### src/sv/assert_macros.svh
// Assertion macros shared by the debug port master RTL.
// Included by the modules that carry concurrent checks; no other dependencies.
`ifndef ASSERT_MACROS_SVH
`define ASSERT_MACROS_SVH

// Check a property on every rising edge, ignored while reset is high.
`define C2M_ASSERT(lbl, clk, rst, prop, msg) \
   lbl: assert property (@(posedge clk) disable iff (rst) (prop)) else $error(msg);

// Check a property on every rising edge, reset included.
`define C2M_ASSERT_ALWAYS(lbl, clk, prop, msg) \
   lbl: assert property (@(posedge clk) (prop)) else $error(msg);

`endif

### src/sv/c2m_pkg.sv
// Shared types, codes and helper functions for the two-wire debug port master.
// No dependencies; imported by every module of the block.
package c2m_pkg;

   // command opcodes
   localparam logic [2:0] OP_RESET   = 3'd0;
   localparam logic [2:0] OP_WR_ADDR = 3'd1;
   localparam logic [2:0] OP_RD_ADDR = 3'd2;
   localparam logic [2:0] OP_WR_DATA = 3'd3;
   localparam logic [2:0] OP_RD_DATA = 3'd4;

   // configuration register indexes
   localparam logic [1:0] CSR_HALF_PERIOD = 2'd0;
   localparam logic [1:0] CSR_RESET_LOW   = 2'd1;
   localparam logic [1:0] CSR_WAIT_LIMIT  = 2'd2;

   localparam int CSR_DATA_W = 10;

   localparam logic [7:0] HALF_PERIOD_RST = 8'd1;
   localparam logic [9:0] RESET_LOW_RST   = 10'd25;
   localparam logic [7:0] WAIT_LIMIT_RST  = 8'd20;

   // sequencer phases
   localparam logic [3:0] PH_IDLE     = 4'd0;
   localparam logic [3:0] PH_RST_LOW  = 4'd1;
   localparam logic [3:0] PH_RST_HIGH = 4'd2;
   localparam logic [3:0] PH_START    = 4'd3;
   localparam logic [3:0] PH_INS      = 4'd4;
   localparam logic [3:0] PH_LEN      = 4'd5;
   localparam logic [3:0] PH_WRITE    = 4'd6;
   localparam logic [3:0] PH_WAIT     = 4'd7;
   localparam logic [3:0] PH_READ     = 4'd8;
   localparam logic [3:0] PH_STOP     = 4'd9;

   typedef struct packed {
      logic       cmd_valid;
      logic [2:0] opcode;
      logic [7:0] wr_byte;
      logic       data_pin_in;
   } req_type;

   typedef struct packed {
      logic       clock_pin;
      logic       data_drive_en;
      logic       data_pin_out;
      logic       busy_res;
      logic       done_res;
      logic [7:0] rd_byte;
      logic       error;
   } rsp_type;

   // effective timing settings, zero already mapped to one
   typedef struct packed {
      logic [7:0] half;
      logic [9:0] rlow;
      logic [7:0] wlim;
   } cfg_type;

   // instruction bit sent in the INS field, LSB first
   function automatic logic ins_bit(input logic [2:0] op, input logic idx);
      logic [1:0] code;
      begin
         unique case (op)
            OP_WR_ADDR: code = 2'd3;
            OP_RD_ADDR: code = 2'd2;
            OP_WR_DATA: code = 2'd1;
            default:    code = 2'd0;
         endcase
         ins_bit = code[idx];
      end
   endfunction

   // field that follows the given one for an access type
   function automatic logic [3:0] field_after(input logic [2:0] op, input logic [3:0] ph);
      logic data_acc;
      begin
         data_acc = (op == OP_WR_DATA) || (op == OP_RD_DATA);
         unique case (ph)
            PH_START: field_after = PH_INS;
            PH_INS: begin
               if (data_acc) field_after = PH_LEN;
               else if (op == OP_WR_ADDR) field_after = PH_WRITE;
               else field_after = PH_READ;
            end
            PH_LEN:   field_after = (op == OP_WR_DATA) ? PH_WRITE : PH_WAIT;
            PH_WRITE: field_after = data_acc ? PH_WAIT : PH_STOP;
            PH_WAIT:  field_after = (op == OP_RD_DATA) ? PH_READ : PH_STOP;
            default:  field_after = PH_STOP;
         endcase
      end
   endfunction

endpackage

### src/sv/c2m_csr.sv
// Timing configuration registers of the debug port master.
// Depends on c2m_pkg for register indexes, reset values and cfg_type.
module c2m_csr
   import c2m_pkg::*;
(
   input  logic                  clock,
   input  logic                  reset,
   input  logic                  csr_we,
   input  logic [1:0]            csr_index,
   input  logic [CSR_DATA_W-1:0] csr_wdata,
   output cfg_type               cfg
);

   logic [7:0] half_ff, half_in;
   logic [9:0] rlow_ff, rlow_in;
   logic [7:0] wlim_ff, wlim_in;

   always_comb begin
      half_in = half_ff;
      rlow_in = rlow_ff;
      wlim_in = wlim_ff;
      if (csr_we) begin
         unique case (csr_index)
            CSR_HALF_PERIOD: half_in = csr_wdata[7:0];
            CSR_RESET_LOW:   rlow_in = csr_wdata;
            CSR_WAIT_LIMIT:  wlim_in = csr_wdata[7:0];
            default: ;
         endcase
      end
   end

   always_ff @(posedge clock) begin
      if (reset) begin
         half_ff <= HALF_PERIOD_RST;
         rlow_ff <= RESET_LOW_RST;
         wlim_ff <= WAIT_LIMIT_RST;
      end else begin
         half_ff <= half_in;
         rlow_ff <= rlow_in;
         wlim_ff <= wlim_in;
      end
   end

   // a zero setting behaves as one
   assign cfg.half = (half_ff == 8'd0) ? 8'd1 : half_ff;
   assign cfg.rlow = (rlow_ff == 10'd0) ? 10'd1 : rlow_ff;
   assign cfg.wlim = (wlim_ff == 8'd0) ? 8'd1 : wlim_ff;

endmodule

### src/sv/c2m_core.sv
// Pin sequencer of the debug port master: phase state and one tick of work per step.
// Depends on c2m_pkg; checks use assert_macros.svh.
`include "assert_macros.svh"
module c2m_core
   import c2m_pkg::*;
(
   input  logic    clock,
   input  logic    reset,
   input  logic    step_en,
   input  req_type req,
   input  cfg_type cfg,
   output rsp_type rsp
);

   logic [3:0] phase_ff, phase_in;
   logic [2:0] op_ff, op_in;
   logic [3:0] bit_index_ff, bit_index_in;
   logic [7:0] shift_ff, shift_in;
   logic [9:0] timer_ff, timer_in;
   logic [7:0] wait_cnt_ff, wait_cnt_in;
   logic       clock_ff, clock_in;
   logic       dir_ff, dir_in;
   logic       level_ff, level_in;

   logic [2:0] op_eff;
   logic       strobe_end;

   always_comb begin
      phase_in     = phase_ff;
      op_in        = op_ff;
      bit_index_in = bit_index_ff;
      shift_in     = shift_ff;
      timer_in     = timer_ff;
      wait_cnt_in  = wait_cnt_ff;
      clock_in     = clock_ff;
      dir_in       = dir_ff;
      level_in     = level_ff;
      op_eff       = OP_RD_DATA;
      strobe_end   = 1'b0;
      rsp          = '0;

      if (phase_ff == PH_IDLE && req.cmd_valid && req.opcode <= OP_RD_DATA) begin
         op_in        = req.opcode;
         shift_in     = req.wr_byte;
         timer_in     = '0;
         bit_index_in = '0;
         wait_cnt_in  = '0;
         phase_in     = (req.opcode == OP_RESET) ? PH_RST_LOW : PH_START;
      end

      if (phase_in == PH_IDLE) begin
         clock_in = 1'b1;
      end else if (phase_in == PH_RST_LOW) begin
         rsp.busy_res = 1'b1;
         clock_in     = 1'b0;
         dir_in       = 1'b0;
         timer_in     = timer_in + 10'd1;
         if (timer_in >= cfg.rlow) begin
            timer_in = '0;
            phase_in = PH_RST_HIGH;
         end
      end else if (phase_in == PH_RST_HIGH) begin
         rsp.busy_res = 1'b1;
         rsp.done_res = 1'b1;
         clock_in     = 1'b1;
         phase_in     = PH_IDLE;
      end else begin
         op_eff       = (op_in <= OP_RD_DATA) ? op_in : OP_RD_DATA;
         rsp.busy_res = 1'b1;
         unique case (phase_in)
            PH_INS: begin
               dir_in   = 1'b1;
               level_in = ins_bit(op_eff, bit_index_in[0]);
            end
            PH_LEN: begin
               dir_in   = 1'b1;
               level_in = 1'b0;
            end
            PH_WRITE: begin
               dir_in   = 1'b1;
               level_in = shift_in[0];
            end
            PH_WAIT, PH_READ, PH_STOP: dir_in = 1'b0;
            default: ;
         endcase
         // low half then high half of the strobe
         clock_in   = (timer_in < {2'b00, cfg.half}) ? 1'b0 : 1'b1;
         strobe_end = ({1'b0, timer_in} + 11'd1) >= {2'b00, cfg.half, 1'b0};

         if (strobe_end) begin
            timer_in = '0;
            unique case (phase_in)
               PH_START: begin
                  phase_in     = field_after(op_eff, phase_in);
                  bit_index_in = '0;
               end
               PH_INS, PH_LEN: begin
                  bit_index_in = bit_index_in + 4'd1;
                  if (bit_index_in >= 4'd2) begin
                     phase_in     = field_after(op_eff, phase_in);
                     bit_index_in = '0;
                     if (phase_in == PH_READ) shift_in = '0;
                  end
               end
               PH_WRITE: begin
                  shift_in     = {1'b0, shift_in[7:1]};
                  bit_index_in = bit_index_in + 4'd1;
                  if (bit_index_in >= 4'd8) begin
                     phase_in     = field_after(op_eff, phase_in);
                     bit_index_in = '0;
                  end
               end
               PH_WAIT: begin
                  if (req.data_pin_in) begin
                     phase_in     = field_after(op_eff, phase_in);
                     bit_index_in = '0;
                     if (phase_in == PH_READ) shift_in = '0;
                  end else begin
                     wait_cnt_in = wait_cnt_in + 8'd1;
                     // timeout ends the access with no STOP
                     if (wait_cnt_in >= cfg.wlim || wait_cnt_in == 8'd0) begin
                        rsp.done_res = 1'b1;
                        rsp.error    = 1'b1;
                        phase_in     = PH_IDLE;
                     end
                  end
               end
               PH_READ: begin
                  shift_in     = {req.data_pin_in, shift_in[7:1]};
                  bit_index_in = bit_index_in + 4'd1;
                  if (bit_index_in >= 4'd8) begin
                     phase_in     = field_after(op_eff, phase_in);
                     bit_index_in = '0;
                  end
               end
               default: begin
                  rsp.done_res = 1'b1;
                  if (op_eff == OP_RD_ADDR || op_eff == OP_RD_DATA) rsp.rd_byte = shift_in;
                  phase_in = PH_IDLE;
               end
            endcase
         end else begin
            timer_in = timer_in + 10'd1;
         end
      end

      rsp.clock_pin     = clock_in;
      rsp.data_drive_en = dir_in;
      rsp.data_pin_out  = level_in;
   end

   always_ff @(posedge clock) begin
      if (reset) begin
         phase_ff     <= PH_IDLE;
         op_ff        <= OP_RESET;
         bit_index_ff <= '0;
         shift_ff     <= '0;
         timer_ff     <= '0;
         wait_cnt_ff  <= '0;
         clock_ff     <= 1'b1;
         dir_ff       <= 1'b0;
         level_ff     <= 1'b0;
      end else if (step_en) begin
         phase_ff     <= phase_in;
         op_ff        <= op_in;
         bit_index_ff <= bit_index_in;
         shift_ff     <= shift_in;
         timer_ff     <= timer_in;
         wait_cnt_ff  <= wait_cnt_in;
         clock_ff     <= clock_in;
         dir_ff       <= dir_in;
         level_ff     <= level_in;
      end
   end

   `C2M_ASSERT(a_done_goes_idle, clock, reset, step_en && rsp.done_res |=> phase_ff == PH_IDLE, "done tick did not return to idle")
   `C2M_ASSERT(a_error_no_byte, clock, reset, step_en && rsp.error |-> rsp.done_res && rsp.rd_byte == 8'd0, "error without done or with data")
   `C2M_ASSERT(a_idle_clock_high, clock, reset, step_en && !rsp.busy_res |-> rsp.clock_pin && !rsp.done_res, "idle tick with clock low or done")
   `C2M_ASSERT(a_bit_index_range, clock, reset, bit_index_ff <= 4'd8, "bit index out of range")

endmodule

### src/sv/two_wire_debug_port_master.sv
// Top level of the two-wire debug port master: request and response registers around the
// pin sequencer. Depends on c2m_pkg, c2m_csr, c2m_core and assert_macros.svh.
//
//   port group   direction   handshake            payload
//   req_*        in          req_valid/req_ready  req_type: command and sampled data pin
//   rsp_*        out         rsp_valid/rsp_ready  rsp_type: pin levels, busy, done, byte
//   csr_*        in          csr_we               csr_index, csr_wdata
//
// One request per clock sustained while responses are taken; each request is one pin tick
// and yields one response. A request passes a request register, then the sequencer step into
// the response reg. The sequencer step only advances when the response register can take
// its result; a stalled response backs up into req_ready.
// Reset is synchronous and active high; no clearing pass is needed.
`include "assert_macros.svh"
module two_wire_debug_port_master
   import c2m_pkg::*;
(
   input  logic                  clock,
   input  logic                  reset,
   input  logic                  req_valid,
   output logic                  req_ready,
   input  req_type               req_data,
   output logic                  rsp_valid,
   input  logic                  rsp_ready,
   output rsp_type               rsp_data,
   input  logic                  csr_we,
   input  logic [1:0]            csr_index,
   input  logic [CSR_DATA_W-1:0] csr_wdata
);

   logic    in_valid_ff, in_valid_in;
   req_type in_data_ff;
   logic    out_valid_ff, out_valid_in;
   rsp_type out_data_ff;
   logic    step_en;
   logic    req_take;
   cfg_type cfg;
   rsp_type step_rsp;

   c2m_csr u_csr (
      .clock     (clock),
      .reset     (reset),
      .csr_we    (csr_we),
      .csr_index (csr_index),
      .csr_wdata (csr_wdata),
      .cfg       (cfg)
   );

   c2m_core u_core (
      .clock   (clock),
      .reset   (reset),
      .step_en (step_en),
      .req     (in_data_ff),
      .cfg     (cfg),
      .rsp     (step_rsp)
   );

   assign step_en   = in_valid_ff && (!out_valid_ff || rsp_ready);
   assign req_ready = !in_valid_ff || step_en;
   assign req_take  = req_valid && req_ready;

   assign in_valid_in  = req_take || (in_valid_ff && !step_en);
   assign out_valid_in = step_en || (out_valid_ff && !rsp_ready);

   always_ff @(posedge clock) begin
      if (reset) begin
         in_valid_ff  <= 1'b0;
         out_valid_ff <= 1'b0;
      end else begin
         in_valid_ff  <= in_valid_in;
         out_valid_ff <= out_valid_in;
      end
   end

   always_ff @(posedge clock) begin
      if (req_take) in_data_ff <= req_data;
      if (step_en) out_data_ff <= step_rsp;
   end

   assign rsp_valid = out_valid_ff;
   assign rsp_data  = out_data_ff;

   `C2M_ASSERT(a_step_fills_output, clock, reset, step_en |=> out_valid_ff, "stepped request produced no response")
   `C2M_ASSERT(a_stall_holds_request, clock, reset, in_valid_ff && !step_en |=> in_valid_ff && $stable(in_data_ff), "pending request lost")

endmodule
### config.mk
export PLATFORM = sky130hd
export DESIGN_NAME = two_wire_debug_port_master
export DESIGN_NICKNAME = d
export VERILOG_FILES = /design/src/sv/c2m_pkg.sv /design/src/sv/c2m_csr.sv /design/src/sv/c2m_core.sv /design/src/sv/two_wire_debug_port_master.sv
export VERILOG_INCLUDE_DIRS = /design/src /design/src/sv
export SDC_FILE = /design/constraint.sdc
export NUM_CORES = 1
export LEC_CHECK = 0
export BUFFER_PORTS_ARGS = -buffer_cell sky130_fd_sc_hd__buf_2
export CAP_MARGIN = 20
export CORE_MARGIN = 3
export CORE_UTILIZATION = 29
export DETAILED_ROUTE_END_ITERATION = 12
export SYNTH_ARGS = -nofsm -noshare
export SYNTH_HDL_FRONTEND = slang
export SYNTH_SLANG_ARGS = --single-unit
### constraint.sdc
create_clock -name clock -period 4.9 [get_ports clock]
set_input_delay 0 -clock clock [delete_from_list [all_inputs] [get_ports clock]]
set_output_delay 0 -clock clock [all_outputs]
set_load 0.05 [all_outputs]
==> reports/results.txt <==
Combinational family with the most area after synthesis: simple AND/OR/NAND/NOR gates
Die height: 148.5 um
Cell chain of the critical path: nor4_4 -> a31oi_1 -> ha_1 -> nand3_1 -> or3_1 -> a21oi_1 -> ha_1 -> o21ai_0 -> a2111oi_0 -> a221oi_2 -> and3_2 -> nor2_1 -> a221oi_1 -> nor3_1
Multiplexer share of the synthesized area: 0.02911
Area occupied by multi-input gates: 3411 um^2
Starting Density: 0.2987
Max Transition Viols Final: 0
CTS buffer count: 9
Number of synthesis warnings: 0
P per Cell Area: 266.6 nW/um^2
Leak Pwr: 0.002693 uW
Core area: 19720 um^2
CP peak stage delay: 0.62 ns
Compound-Gate Fraction of Synth Area: 0.2192
Number of distinct library cells after synthesis: 72
Antenna viol nets, final: 0
Simple-Gate Fraction of Synth Area: 0.2343
EDFF count, synth: 27
Synth area leaders: dfxtp_1 23%, edfxtp_1 14%, ha_1 7.9%
Cells after Synth: 716
Largest net degree at the start of global routing: 60
Number of max-cap violations: 0
Overall routing resource usage: 0.1529
Crit path max fanout: 14
Wirelength, routed: 16920 um
Pre-CTS WS: 0.4874 ns
Area grow syn2layout: 18.16%
Routability cong.: 0.8977
Fin crit share: 0.9046
Layout cell share with drive strength beyond 1: 0.1199
Clk sinks: 94
Post-Synth XOR/XNOR Area: 0.01636
Startpoint types: register
TritonRoute pass-1 iters: 6
Critical-path top delay cell: dfxtp_1
Worst-path clk slew: 0.07 ns
Clock Latency Late Sink: 0.35 ns
Via Count: 5514
Top cell type by total area after synthesis: dfxtp_1
Async SR Flop Fraction: 0
Status: complete, no violations
Starting DRT DRC Count: 637
Fin worst setup slack: 0.4677 ns
Vias per cell: 5.256
Worst VDD drop: 0.0001701 V
Detailed placement HPWL: 12240 um
Global Route met3 Usage: 0.02468
Nets: 846
Fmax: 225.6 MHz
TritonCTS clock tree: built
Seq. cell area: 2152 um^2
Drt wl/cell: 16.13 um
GR peak layer: met2
Vias in the first global route: 5084
Critical path class: reg -> reg
Setup Skew: 0.01074 ns
Die X: 148.5 um
First-pass GRT wire length: 27230 um
Top FF cell, synth: dfxtp_1
Remaining global-route overflow: 0
Syn_nets: 783
Synthesized flop and latch total: 94
Initial antenna violation count: 0
Max-slew headroom: 0.3889
Clock tree buffer depth: 2
ANT cells: 0
Met1 usage: 0.2097
Post-Synth Adder-Cell Area: 0.07861
CP most frequent cell: ha_1
CP required: 5.10 ns
Clock period minus worst slack: 4.432 ns
Post-synth top area share: 0.2277
Critical path arrival: 4.63 ns
Setup violations, final: 0
Syn_area_per_cell: 8.225 um^2
Setup bufs post-CTS: 0
TNS Setup: 0 ns
Mapped cell area: 5889 um^2
Depth of the CTS H-tree: 3
M2 GR Usage: 0.2453
Fill cells: 2035
IO Pins: 46
Worst-margin pin slew: 0.9038 ns
Worst min path class: in -> reg
Final Hold Vio Count: 0
CP Capture Type: register
Sequential area share after synthesis: 0.3654
Port Buffer Count: 45
# rows: 51
Full die area: 22050 um^2
Root buf cell: clkbuf_16
RSZ-0062 raised after global routing: false
DRC: 0
-- cell families after synthesis --
family | Yosys count
multiplexers | 17
flip-flops | 94
AO/OA/AOI/OAI | 194
XOR/XNOR | 11
adder cells (fa/ha/maj) | 37
buffers and inverters | 82
AND/OR/NAND/NOR | 281
-- synthesized netlist by cell type, drive strengths merged (6+ instances only) --
| cell type | count |
|---|---|
| o31ai | 7 |
| o21ai | 41 |
| nand2b | 11 |
| nand2 | 76 |
| and2 | 14 |
| buf | 9 |
| or3 | 8 |
| a31oi | 11 |
| xnor2 | 6 |
| edfxtp | 27 |
| a221oi | 6 |
| nor3 | 21 |
| a21oi | 54 |
| inv | 48 |
| dfxtp | 67 |
| nand3 | 21 |
| clkbuf | 24 |
| ha | 37 |
| nor4 | 9 |
| nor4b | 6 |
| nor2 | 86 |
| mux2i | 16 |
| o22ai | 10 |
| o211ai | 9 |
| a211oi | 6 |
-- per-layer routing --
layer	vias to the layer above	share of wire
met1	2601	0.45
li1	2715	-
met5	-	0
met2	183	0.48
met4	0	0.015
met3	15	0.056
-- critical path: cells and delay by family (launching register included) --
family / cells / cell delay, ns
AO/OA/AOI/OAI: 6 / 1.62
AND/OR/NAND/NOR: 6 / 1.40
flip-flops: 1 / 0.62
adder cells (fa/ha/maj): 2 / 0.63
-- through the flow --
stage	util	hold WS (ns)	instance area, um^2	total power, uW	instances
2_1_floorplan	-	0.09887	5889	1057	716
3_3_place_gp	0.3250	0.1780	6407	1143	1008
3_5_place_dp	0.3250	0.1796	6407	1142	1008
4_1_cts	0.3525	0.1811	6950	1866	1049
5_1_grt	0.3529	0.2276	6959	1929	1049
6_report	0.3529	0.1986	6959	1855	1049
-- cell usage in the layout, fill, tap and decap left out, drive strengths merged, types with 7 or more instances in the layout --
cell         instances
nor2                86
nand2               76
dfxtp               67
buf                 60
a21oi               54
inv                 50
o21ai               41
ha                  37
edfxtp              27
dlygate4sd3         25
nor3                21
nand3               21
mux2i               16
and2                14
nand2b              11
a31oi               11
o22ai               10
clkbuf              10
o211ai               9
nor4                 9
or3                  8
o31ai                7
-- where the power goes --
group | leakage [uW] | internal, uW | switching (uW) | total, uW
Clock | 0.000139 | 397 | 314 | 711
Combinational | 0.00175 | 103 | 192 | 295
Sequential | 0.000801 | 830 | 19.7 | 850
Total | 0.00269 | 1330 | 525 | 1860
-- final cells by class --
type | count | share of cell area
inverter | 49 | 0.02643
multi-input combinational | 540 | 0.4901
clock buffer | 10 | 0.03308
timing repair buffer | 85 | 0.08450
sequential | 94 | 0.3092
clock inverter | 6 | 0.008990
tap | 265 | 0.04764
-- repair_timing --
item	CTS	global route
hold buffers	25	0
resized for setup	0	2
endpoints found under the setup margin	0	16
hold endpoints to repair	40	0
-- flip-flops by register name, indices dropped and copies added, names as in the netlist, 8 cells and up --
signal              count
rsp_data               14
u_csr.half_ff           8
u_csr.wlim_ff           8
in_data_ff             13
u_csr.rlow_ff          10
u_core.shift_ff         8
u_core.timer_ff        10
u_core.wait_cnt_ff      8
-- worst paths after layout --
| path | start | end | slack, ns | cells past startpoint |
|---|---|---|---|---|
| worst max-delay path | u_core.phase_ff[2]$_SDFFE_PP0P_ | u_core.shift_ff[4]$_SDFFE_PP0P_ | 0.47 | 14 |
| worst min-delay path | csr_index[0] | u_csr.half_ff[0]$_SDFFE_PP1P_ | 0.20 | 5 |
| worst max register to register | u_core.phase_ff[2]$_SDFFE_PP0P_ | u_core.shift_ff[4]$_SDFFE_PP0P_ | 0.47 | 14 |
| worst min register to register | u_csr.rlow_ff[5]$_SDFFE_PP0P_ | u_csr.rlow_ff[5]$_SDFFE_PP0P_ | 0.46 | 2 |
(Power assumes the default switching activity.)
